**config.mk**
```make
export PLATFORM = sky130hd
export DESIGN_NAME = bounded_double_ended_queue_unit
export DESIGN_NICKNAME = d
export VERILOG_FILES = /design/src/sv/bdeq_pkg.sv /design/src/sv/bdeq_front.sv /design/src/sv/bdeq_cmd_fifo.sv /design/src/sv/bdeq_back.sv /design/src/sv/bounded_double_ended_queue_unit.sv
export SDC_FILE = /design/constraint.sdc
export NUM_CORES = 1
export LEC_CHECK = 0
export ABC_AREA = 0
export BUFFER_PORTS_ARGS = -buffer_cell sky130_fd_sc_hd__buf_2
export CAP_MARGIN = 20
export CORE_AREA = 2 2 255 257
export CTS_BUF_LIST = sky130_fd_sc_hd__clkbuf_2 sky130_fd_sc_hd__clkbuf_4 sky130_fd_sc_hd__clkbuf_8
export DETAILED_ROUTE_END_ITERATION = 16
export DIE_AREA = 0 0 257 259
export PLACE_DENSITY = 0.62
export SLEW_MARGIN = 15
export SYNTH_ARGS = -nofsm -noshare
export SYNTH_HDL_FRONTEND = slang
export SYNTH_SLANG_ARGS = --single-unit
```
**constraint.sdc**
```tcl
create_clock -name i_clk -period 5 [get_ports i_clk]
set_input_delay 0.25 -clock i_clk [delete_from_list [all_inputs] [get_ports i_clk]]
set_output_delay 0.25 -clock i_clk [all_outputs]
set_load 0.005 [all_outputs]
```
**src/sv/bdeq_pkg.sv**
```systemverilog
// shared types, sizes and codes for the bounded double-ended queue
package bdeq_pkg;

    // storage geometry
    localparam int DEPTH      = 16;
    localparam int DATA_WIDTH = 32;
    localparam int PTR_W      = $clog2(DEPTH);
    localparam int CNT_W      = $clog2(DEPTH + 1);
    localparam int SUM_W      = CNT_W + 1;

    // word field widths
    localparam int ACTION_W    = 3;
    localparam int VALUE_W     = 32;
    localparam int POS_W       = 4;
    localparam int READ_W      = 32;
    localparam int COUNT_W     = 5;
    localparam int STATUS_W    = 2;
    localparam int IN_FIELDS_W = ACTION_W + VALUE_W + POS_W;
    localparam int IN_TDATA_W  = ((IN_FIELDS_W + 7) / 8) * 8;
    localparam int OUT_FIELDS_W = READ_W + COUNT_W + 2 + STATUS_W;
    localparam int OUT_TDATA_W = ((OUT_FIELDS_W + 7) / 8) * 8;

    typedef enum logic [ACTION_W-1:0] {
        ACT_PUSH_BACK  = 3'd0,
        ACT_PUSH_FRONT = 3'd1,
        ACT_POP_BACK   = 3'd2,
        ACT_POP_FRONT  = 3'd3,
        ACT_READ       = 3'd4,
        ACT_CLEAR      = 3'd5
    } t_action;

    typedef enum logic [2:0] {
        K_PUSH_BACK,
        K_PUSH_FRONT,
        K_POP_BACK,
        K_POP_FRONT,
        K_READ,
        K_CLEAR,
        K_NOP
    } t_kind;

    typedef enum logic [STATUS_W-1:0] {
        ST_OK        = 2'd0,
        ST_OVERFLOW  = 2'd1,
        ST_UNDERFLOW = 2'd2,
        ST_RANGE     = 2'd3
    } t_status;

    typedef enum logic [1:0] {
        WS_ZERO,
        WS_MEM,
        WS_VALUE
    } t_word_src;

    typedef enum logic {
        BK_IDLE,
        BK_RESP
    } t_back_state;

    typedef struct packed {
        t_kind               kind;
        logic [VALUE_W-1:0]  value;
        logic [POS_W-1:0]    position;
    } t_cmd;

    typedef struct packed {
        logic                valid;
        t_cmd                cmd;
    } t_cmd_slot;

    typedef struct packed {
        logic [READ_W-1:0]   read_value;
        logic [COUNT_W-1:0]  count;
        logic                is_empty;
        logic                is_full;
        t_status             status;
    } t_result;

endpackage

```
**src/sv/bdeq_front.sv**
```systemverilog
// input side: takes words off the slave stream and decodes the action
module bdeq_front
    import bdeq_pkg::*;
(
    input  logic                  i_rst_n,
    input  logic                  i_s_tvalid,
    output logic                  o_s_tready,
    input  logic [IN_TDATA_W-1:0] i_s_tdata,   // action, value, position
    input  logic                  i_fifo_full,
    output logic                  o_push,
    output t_cmd                  o_cmd
);

    logic [ACTION_W-1:0] w_action;
    t_kind               w_kind;

    assign w_action   = i_s_tdata[ACTION_W-1:0];
    assign o_s_tready = i_rst_n && !i_fifo_full;
    assign o_push     = i_s_tvalid && o_s_tready;

    always_comb begin
        case (w_action)
            ACT_PUSH_BACK:  w_kind = K_PUSH_BACK;
            ACT_PUSH_FRONT: w_kind = K_PUSH_FRONT;
            ACT_POP_BACK:   w_kind = K_POP_BACK;
            ACT_POP_FRONT:  w_kind = K_POP_FRONT;
            ACT_READ:       w_kind = K_READ;
            ACT_CLEAR:      w_kind = K_CLEAR;
            default:        w_kind = K_NOP;
        endcase
    end

    always_comb begin
        o_cmd.kind     = w_kind;
        o_cmd.value    = i_s_tdata[ACTION_W +: VALUE_W];
        o_cmd.position = i_s_tdata[ACTION_W + VALUE_W +: POS_W];
    end

endmodule

```
**src/sv/bdeq_cmd_fifo.sv**
```systemverilog
// two-entry command queue between the decoder and the executing back end
module bdeq_cmd_fifo
    import bdeq_pkg::*;
(
    input  logic      i_clk,
    input  logic      i_rst_n,
    input  logic      i_push,
    input  t_cmd      i_cmd,
    output logic      o_full,
    input  logic      i_pop,
    output t_cmd_slot o_head
);

    t_cmd       r_entry [2];
    logic       r_wr_ptr;
    logic       r_rd_ptr;
    logic [1:0] r_fill;
    logic       n_wr_ptr;
    logic       n_rd_ptr;
    logic [1:0] n_fill;
    logic       w_do_pop;

    assign o_full       = (r_fill == 2'd2);
    assign w_do_pop     = i_pop && (r_fill != 2'd0);
    assign o_head.valid = (r_fill != 2'd0);
    assign o_head.cmd   = r_entry[r_rd_ptr];

    always_comb begin
        n_wr_ptr = i_push ? !r_wr_ptr : r_wr_ptr;
        n_rd_ptr = w_do_pop ? !r_rd_ptr : r_rd_ptr;
        n_fill   = r_fill + {1'b0, i_push} - {1'b0, w_do_pop};
    end

    always_ff @(posedge i_clk) begin
        if (!i_rst_n) begin
            r_wr_ptr <= 1'b0;
            r_rd_ptr <= 1'b0;
            r_fill   <= 2'd0;
        end else begin
            r_wr_ptr <= n_wr_ptr;
            r_rd_ptr <= n_rd_ptr;
            r_fill   <= n_fill;
        end
    end

    always_ff @(posedge i_clk) begin
        if (i_push) begin
            r_entry[r_wr_ptr] <= i_cmd;
        end
    end

endmodule

```
**src/sv/bdeq_back.sv**
```systemverilog
// back end: ring store, head and count, result build and output register
module bdeq_back
    import bdeq_pkg::*;
(
    input  logic      i_clk,
    input  logic      i_rst_n,
    input  t_cmd_slot i_head,
    output logic      o_pop,
    output logic      o_m_tvalid,
    input  logic      i_m_tready,
    output t_result   o_result
);

    logic [DATA_WIDTH-1:0] r_mem [DEPTH];
    logic [DATA_WIDTH-1:0] r_rdata;

    t_back_state r_state;
    t_back_state n_state;
    logic [PTR_W-1:0] r_head;
    logic [PTR_W-1:0] n_head;
    logic [CNT_W-1:0] r_count;
    logic [CNT_W-1:0] n_count;

    t_word_src             r_src;
    t_word_src             n_src;
    logic [DATA_WIDTH-1:0] r_pend_value;
    t_status               r_pend_status;
    t_status               n_status;

    t_result r_out;
    t_result w_out;
    logic    r_out_valid;

    logic                  w_issue;
    logic                  w_load;
    logic                  w_empty;
    logic                  w_full;
    logic                  w_we;
    logic [PTR_W-1:0]      w_waddr;
    logic [PTR_W-1:0]      w_raddr;
    logic [DATA_WIDTH-1:0] w_wdata;
    logic [PTR_W-1:0]      w_tail;
    logic [PTR_W-1:0]      w_last;
    logic [PTR_W-1:0]      w_head_dec;
    logic [PTR_W-1:0]      w_head_inc;
    logic [PTR_W-1:0]      w_indexed;
    logic [DATA_WIDTH-1:0] w_word;

    function automatic logic [PTR_W-1:0] f_wrap(input logic [SUM_W-1:0] s);
        logic [SUM_W-1:0] lim;
        lim = SUM_W'(DEPTH);
        return (s >= lim) ? PTR_W'(s - lim) : PTR_W'(s);
    endfunction

    // next state
    always_comb begin
        n_state = r_state;
        case (r_state)
            BK_IDLE: if (i_head.valid) n_state = BK_RESP;
            BK_RESP: if (!r_out_valid || i_m_tready) n_state = BK_IDLE;
            default: n_state = BK_IDLE;
        endcase
    end

    // state outputs
    always_comb begin
        w_issue = 1'b0;
        w_load  = 1'b0;
        case (r_state)
            BK_IDLE: w_issue = i_head.valid;
            BK_RESP: w_load  = !r_out_valid || i_m_tready;
            default: begin
                w_issue = 1'b0;
                w_load  = 1'b0;
            end
        endcase
    end

    assign o_pop   = w_issue;
    assign w_empty = (r_count == '0);
    assign w_full  = (r_count == CNT_W'(DEPTH));
    assign w_wdata = DATA_WIDTH'(i_head.cmd.value);

    // ring addresses around the head
    always_comb begin
        w_tail     = f_wrap(SUM_W'(r_head) + SUM_W'(r_count));
        w_last     = f_wrap(SUM_W'(r_head) + SUM_W'(r_count) - SUM_W'(1));
        w_head_dec = (r_head == '0) ? PTR_W'(DEPTH - 1) : r_head - PTR_W'(1);
        w_head_inc = f_wrap(SUM_W'(r_head) + SUM_W'(1));
        w_indexed  = f_wrap(SUM_W'(r_head) + SUM_W'(i_head.cmd.position));
    end

    // action decode into store access and pointer update
    always_comb begin
        n_head   = r_head;
        n_count  = r_count;
        n_status = ST_OK;
        n_src    = WS_ZERO;
        w_we     = 1'b0;
        w_waddr  = w_tail;
        w_raddr  = r_head;
        case (i_head.cmd.kind)
            K_PUSH_BACK: begin
                if (w_full) begin
                    n_status = ST_OVERFLOW;
                    n_src    = WS_MEM;
                end else begin
                    w_we    = 1'b1;
                    n_count = r_count + CNT_W'(1);
                    // pushing onto an empty queue makes the new word the front
                    n_src   = w_empty ? WS_VALUE : WS_MEM;
                end
            end
            K_PUSH_FRONT: begin
                if (w_full) begin
                    n_status = ST_OVERFLOW;
                    n_src    = WS_MEM;
                end else begin
                    w_we    = 1'b1;
                    w_waddr = w_head_dec;
                    n_head  = w_head_dec;
                    n_count = r_count + CNT_W'(1);
                    n_src   = WS_VALUE;
                end
            end
            K_POP_BACK: begin
                if (w_empty) begin
                    n_status = ST_UNDERFLOW;
                end else begin
                    w_raddr = w_last;
                    n_count = r_count - CNT_W'(1);
                    n_src   = WS_MEM;
                end
            end
            K_POP_FRONT: begin
                if (w_empty) begin
                    n_status = ST_UNDERFLOW;
                end else begin
                    n_head  = w_head_inc;
                    n_count = r_count - CNT_W'(1);
                    n_src   = WS_MEM;
                end
            end
            K_READ: begin
                if (w_empty) begin
                    n_status = ST_UNDERFLOW;
                end else if (SUM_W'(i_head.cmd.position) >= SUM_W'(r_count)) begin
                    n_status = ST_RANGE;
                end else begin
                    w_raddr = w_indexed;
                    n_src   = WS_MEM;
                end
            end
            K_CLEAR: begin
                n_head  = '0;
                n_count = '0;
            end
            K_NOP: begin
                n_src = w_empty ? WS_ZERO : WS_MEM;
            end
            default: begin
                n_src = WS_ZERO;
            end
        endcase
    end

    always_ff @(posedge i_clk) begin
        if (w_we && w_issue) begin
            r_mem[w_waddr] <= w_wdata;
        end
        if (w_issue) begin
            r_rdata <= r_mem[w_raddr];
        end
    end

    always_ff @(posedge i_clk) begin
        if (w_issue) begin
            r_src         <= n_src;
            r_pend_value  <= w_wdata;
            r_pend_status <= n_status;
        end
        if (w_load) begin
            r_out <= w_out;
        end
    end

    always_ff @(posedge i_clk) begin
        if (!i_rst_n) begin
            r_state     <= BK_IDLE;
            r_head      <= '0;
            r_count     <= '0;
            r_out_valid <= 1'b0;
        end else begin
            r_state <= n_state;
            if (w_issue) begin
                r_head  <= n_head;
                r_count <= n_count;
            end
            if (w_load) begin
                r_out_valid <= 1'b1;
            end else if (i_m_tready) begin
                r_out_valid <= 1'b0;
            end
        end
    end

    // result word, count already holds its post-action value
    always_comb begin
        case (r_src)
            WS_MEM:   w_word = r_rdata;
            WS_VALUE: w_word = r_pend_value;
            default:  w_word = '0;
        endcase
        w_out.read_value = READ_W'(w_word);
        w_out.count      = COUNT_W'(r_count);
        w_out.is_empty   = (r_count == '0);
        w_out.is_full    = (r_count == CNT_W'(DEPTH));
        w_out.status     = r_pend_status;
    end

    assign o_m_tvalid = r_out_valid;
    assign o_result   = r_out;

    a_count_bound: assert property (@(posedge i_clk) disable iff (!i_rst_n)
        r_count <= CNT_W'(DEPTH))
        else $error("entry count above capacity");

    a_clear_resets: assert property (@(posedge i_clk) disable iff (!i_rst_n)
        (w_issue && i_head.cmd.kind == K_CLEAR) |=> (r_count == '0 && r_head == '0))
        else $error("clear did not reset head and count");

    a_resp_holds_state: assert property (@(posedge i_clk) disable iff (!i_rst_n)
        (r_state == BK_RESP) |-> (!w_issue && !o_pop))
        else $error("new action issued while a result is pending");

    a_flags_match: assert property (@(posedge i_clk) disable iff (!i_rst_n)
        r_out_valid |-> (r_out.is_empty == (r_out.count == '0)))
        else $error("empty flag disagrees with count");

endmodule

```
**src/sv/bounded_double_ended_queue_unit.sv**
```systemverilog
// top level of the bounded double-ended queue: decoder, command queue, ring store
// A 16-entry double-ended queue of 32-bit words driven by one action per input
// word (push back/front, pop back/front, read by index, clear); each action
// returns one result word with the data, the count after the action, empty and
// full flags and a status code. An action is decoded and written into the
// two-entry command queue at the edge that accepts it, then goes to the back end,
// which first issues its access to the ring store and then, once the output
// register is free, builds the result from the registered store read; the back
// end issues the next action only after that result is loaded. The command queue
// and the output register let the input keep flowing while a result waits
// downstream, until the command queue fills. Action codes six and seven are
// treated as no-ops.
module bounded_double_ended_queue_unit
    import bdeq_pkg::*;
(
    input  logic                   i_clk,
    input  logic                   i_rst_n,
    input  logic                   i_s_tvalid,
    output logic                   o_s_tready,
    input  logic [IN_TDATA_W-1:0]  i_s_tdata,   // action[2:0], value[34:3], position[38:35]
    output logic                   o_m_tvalid,
    input  logic                   i_m_tready,
    output logic [OUT_TDATA_W-1:0] o_m_tdata    // read_value, count, is_empty, is_full, status
);

    logic      w_push;
    logic      w_fifo_full;
    logic      w_pop;
    t_cmd      w_cmd;
    t_cmd_slot w_head;
    t_result   w_result;

    bdeq_front u_front (
        .i_rst_n     (i_rst_n),
        .i_s_tvalid  (i_s_tvalid),
        .o_s_tready  (o_s_tready),
        .i_s_tdata   (i_s_tdata),
        .i_fifo_full (w_fifo_full),
        .o_push      (w_push),
        .o_cmd       (w_cmd)
    );

    bdeq_cmd_fifo u_fifo (
        .i_clk   (i_clk),
        .i_rst_n (i_rst_n),
        .i_push  (w_push),
        .i_cmd   (w_cmd),
        .o_full  (w_fifo_full),
        .i_pop   (w_pop),
        .o_head  (w_head)
    );

    bdeq_back u_back (
        .i_clk      (i_clk),
        .i_rst_n    (i_rst_n),
        .i_head     (w_head),
        .o_pop      (w_pop),
        .o_m_tvalid (o_m_tvalid),
        .i_m_tready (i_m_tready),
        .o_result   (w_result)
    );

    assign o_m_tdata = {
        {(OUT_TDATA_W - OUT_FIELDS_W){1'b0}},
        w_result.status,
        w_result.is_full,
        w_result.is_empty,
        w_result.count,
        w_result.read_value
    };

endmodule

```
* Word level (Yosys, flattened, before mapping)
Memories as Yosys holds them, arrays and structs flattened. A register that Yosys moved wholly into a read port is not among the register bits.
Cells that the tools add are included.
** Word-level totals
- Flip-flop bits (word level) :: 92
- Bits in latches :: 0
- Memory bits (writable) :: 590
- ROM bits :: 0
- Output and inout bits :: 50
- Memories :: 2
** Memory list
- u_back.r_mem :: words 16, width 32, read ports 1, clocked after Yosys merged registers in 1, wr ports 1, line bdeq_back.sv:14 : logic [DATA_WIDTH-1:0] r_mem [DEPTH];
- u_fifo.r_entry :: words 2, width 39, read ports 1, clocked after Yosys merged registers in 1, wr ports 1, line bdeq_cmd_fifo.sv:14 : t_cmd r_entry [2];
** Cells by class
- $add $sub $neg :: 13
- $mul :: 0
- Div/mod/pow operators :: 0
- Order comparisons :: 5
- Equal/unequal tests :: 19
- Shift-type cells :: 0
- Multiplexer cells :: 46
- Bitwise logic cells :: 1
- Reduce and logical (&&, ||, !) cells :: 22
** Operator list (count)
- 32-bit case mux with 2 select lines :: 1
- 4-bit 2-to-1 mux :: 12
- 4-bit by 1-bit subtractor with 4-bit output, second input constant :: 5
- 3-bit case mux with 6 select lines :: 1
- 1-bit 2-to-1 mux :: 17
- 3-bit equality test, second input constant :: 5
- 5-bit case mux with 3 select lines :: 1
- 2-bit 2-to-1 mux :: 7
- 3-bit by 2-bit equality test with 1-bit output, second input constant :: 4
- 6-bit by 5-bit greater-or-equal comparator with 1-bit output, second input constant :: 2
- 4-bit case mux with 3 select lines :: 1
- 5-bit greater-or-equal comparator, second input constant :: 2
- 5-bit 2-to-1 mux :: 2
- 2-bit != test, second input constant :: 4
- 2-bit case mux with 4 select lines :: 1
- 4-bit case mux with 2 select lines :: 1
- 4-bit AND reduction :: 2
- 4-bit by 5-bit adder with 6-bit output :: 1
- 3-bit by 1-bit equality test with 1-bit output, second input constant :: 2
- 3-bit logical NOT :: 2
- 2-bit case mux with 3 select lines :: 1
- 3-bit nonzero test :: 2
- 6-bit by 1-bit subtractor with 6-bit output, second input constant :: 1
- 4-bit by 1-bit adder with 5-bit output, second input constant :: 1
- 19 further kinds :: 28

* Logic depth before layout (Yosys ltp)
- Word-level depth :: 6
- Gate-level depth with buffers :: 17
- Depth with buffers taken out :: 11

* By module
Synthesis repeated with hierarchy kept, for this count alone.
** Unflattened totals
- Cells, all modules :: 1655
- Area total of the unflattened synthesis :: 29429.5 um^2
** Modules (own cells, without submodules)
- bdeq_back :: times used 1, cells an instance 1462, area an instance 25968.7 um^2
- bdeq_cmd_fifo :: times used 1, cells an instance 144, area an instance 3104.2 um^2
- bdeq_front :: times used 1, cells an instance 41, area an instance 300.3 um^2
- bounded_double_ended_queue_unit :: times used 1, cells an instance 8, area an instance 56.3 um^2

* Worst setup path before layout
No wires, ideal clock.
- Kind :: register to register
- From :: register u_back.r_count[0]
- To :: memory u_back.r_mem[12][0], enable pin
- Setup time :: 461 ps
- Arrival time :: 4613 ps
- Data required time :: 4539 ps
- Slack :: -74 ps
- Cell stages (with the launch flop) :: 8
- Buffers on the path :: 1
- Path through :: dfxtp_1 -> or4_1 -> buf_2 -> o21ai_0 -> nor2_1 -> mux2i_1 -> or4b_2 -> nor3_1
** Between the ends
- Cells in the longest elaborated chain, start to end :: 6
** RTL lines
- from (decl) :: line bdeq_back.sv:21 : logic [CNT_W-1:0] r_count;
- from (signal assigned) :: line bdeq_back.sv:197 : r_count <= n_count;
- branches (longest 6 deep; another with 4-bit by 5-bit adder with 6-bit output)
- to (decl) :: line bdeq_back.sv:14
Several ways; the timed one is not identified.

==> summary.txt <==
Synth top cells by count: edfxtp_1, nand2_1, a21oi_1
CP max stage delay: 640 ps
total power: 17.24 mW
library cells used by synthesis: 63
Fmax achieved: 246.7 MHz
Clock Sinks: 715
Arr. time, crit path: 4490 ps
ys async rst share: 0%
GPL Wtd Cong: 0.7874
initial antenna violation count: 1
fin worst setup slack: 947.2 ps
Detailed Route Iter0 Violations: 1178
Final min period: 4053 ps
largest cells by area after synthesis: edfxtp_1, mux2_2, nand2_1
CP max-delay cell: a221oi_4
Die ar.: 66560 um^2
Initial Util: 44.67%
final std cells w/o fill: 2936
layout cell share with drive strength beyond 1: 21.83%
CP Cell Sequence: mux2i_1, inv_1, ha_1, o21ai_0, o211a_1, o21ai_2, a221oi_4, buf_4, mux2_2, a32oi_1, o211ai_1
Remaining Overflow, GRT: 0
vias in the first global route: 16190
pin count of the biggest net entering global routing: 74
multi-input logic area: 6610 um^2
top-count cell post-synth: edfxtp_1
routed length per placed instance: 21.70 um
Most used DFF post-synth: edfxtp_1
min-delay worst type: in -> reg
Routed Antenna Nets: 0
GRT Util Overall: 19.04%
Clock Path Buffers: 3
Slew Limit Fails: 0
Seq. cell area: 21310 um^2
slew of the pin with the lowest slew margin: 900.5 ps
LEAKAGE: 11.01 nW
Initial DRT Pass Iterations: 5
TritonCTS clock tree: yes
port bufs: 85
Yosys top cell by area: edfxtp_1
row cnt: 93
CP max FO: 33
final net count: 2059
final wirelength: 63.72 mm
post-synthesis instance total: 1798
insertion delay to the later sink of the worst-skew pair: 720 ps
max_cap viols: 0
total negative setup slack: 0 ps
DRC viols: 0
vias per cell: 5.490
final core occ: 51.52%
CTS H-tree lvls: 3
Final setup viols: 0
setup bufs post-CTS: 0
top-area cell type share of the netlist area: 73.56%
global-route wire length before repair: 95.49 mm
Vias: 16120
Yosys reg bits: 715
core area: 63880 um^2
Synthesis Warnings: 0
die width: 257 um
# placed instances: 2689
pre-CTS WS: 963.3 ps
WP data required: 5440 ps
Tcrit/Tclk final: 81.06%
RSZ-0062 raised after global routing: no
Post-synth EDFFs: 699
critical path class: reg -> reg
fill count: 5252
CTS Buf Count: 114
number of top-level pins: 94
max_slew headroom: 39.97%
Final HPWL DP: 34.76 mm
outcome: completed
Buf+Inv Stages, Crit Path: 2
peak supply drop: 250.3 uV
Syn Area/Cell: 15.87 um^2
Die Y: 259 um
sequential share of the synthesized area: 74.68%
Worst path top cell family by delay: compound AO/OA/AOI/OAI gates
clk_skew: 27.32 ps
Synth Cell Area: 28540 um^2
clk root buf: clkbuf_8
CP Capture Type: flop
cell area power density: 523.8 nW/um^2
Area Growth Syn to Fin: 15.33%
Startpoint Class: flop
Final Hold Viols: 0
clock-pin slew on the worst setup and hold paths: 60 ps
layout by cell type (no fill, tap or decap), types with 41 or more instances in the layout:
cell type,count
edfxtp_1,699
nand2_1,202
clkbuf_8,120
a21oi_1,116
mux2_2,98
buf_2,85
mux2i_1,70
inv_1,52
nor2_1,52
o21ai_0,45
buf_4,43
dlygate4sd3_1,42
clkbuf_4,41
final timing paths:
kind,startpoint,end,slack [ps],cells after the start
setup / recovery,flop,u_back.r_rdata[27],950,11
hold / removal,i_s_tvalid,u_fifo.r_wr_ptr,60,4
setup reg to reg,flop,u_back.r_rdata[27],950,11
hold reg to reg,u_back.r_pend_status[1],u_back.o_result[1],430,0
routing by layer:
layer	part of all wire [%]	global-route usage (%)	wire length (um)
met2	48	31.59	30480
met3	5.9	3.476	3747
met5	0	0	0
met1	44	25.29	28070
met4	2.2	6.767	1416
state kept, by name, summed over array words and instances (netlist names), named ones only:
name and cells:
u_fifo.r_rd_ptr 1, u_back.r_pend_status 2, u_back.r_count 5, u_back.r_pend_value 32, u_back.r_src 2, u_back.r_mem 512, u_back.r_head 4, u_back.r_state 1
u_fifo.r_fill 2, u_fifo.r_entry 78, u_back.r_rdata 32, u_back.o_m_tvalid 1, u_fifo.r_wr_ptr 1, u_back.o_result 41
power breakdown:
group | switching, mW | leakage, nW | internal, mW
sequential | 0.197 | 6.48 | 7.60
combinational | 2.86 | 3.33 | 1.65
clock | 2.21 | 1.20 | 2.72
per-stage QoR:
step,instance area [um^2],hold WS (ps)
after CTS,32910,11.33
final,32910,64.17
after detailed placement,30220,419.4
after global placement,30160,414.9
after floorplan,28560,348.9
after global routing,32910,72.93
worst reg2reg max path: cells and delay by family, from the launching register on:
kind	cells	cell delay, ps
fa+ha+maj	1	280
compound gates	6	1640
flops	1	560
buf+inv	2	590
mux	2	720
final cells by class:
type                    instances  share of cell area, %
clock inverters                43                 0.9428
repair buffers                183                  4.387
multi-input cells             924                  20.08
well taps                     855                  3.250
diodes                          1               0.007603
clock buffers                 161                  5.953
flip-flops and latches        715                  64.75
inverters                      54                 0.6197
cells by family (layout without fill, tap and decap cells):
kind of cell	count (synthesis)	count (layout)	share of synthesized area, %
compound gates	358	358	8.712
xor+xnor	13	13	0.3990
fa+ha+maj	23	23	1.087
buf+inv	165	441	2.749
flops	715	715	74.68
mux	201	201	7.625
other cells	1	8	0.01314
simple gates	322	322	4.735
what timing repair did:
item	CTS	global route
hold endpoints to repair	94	0
hold buffers	42	0
resized for setup	0	0
No activity file was read; power rests on OpenSTA's default activity.
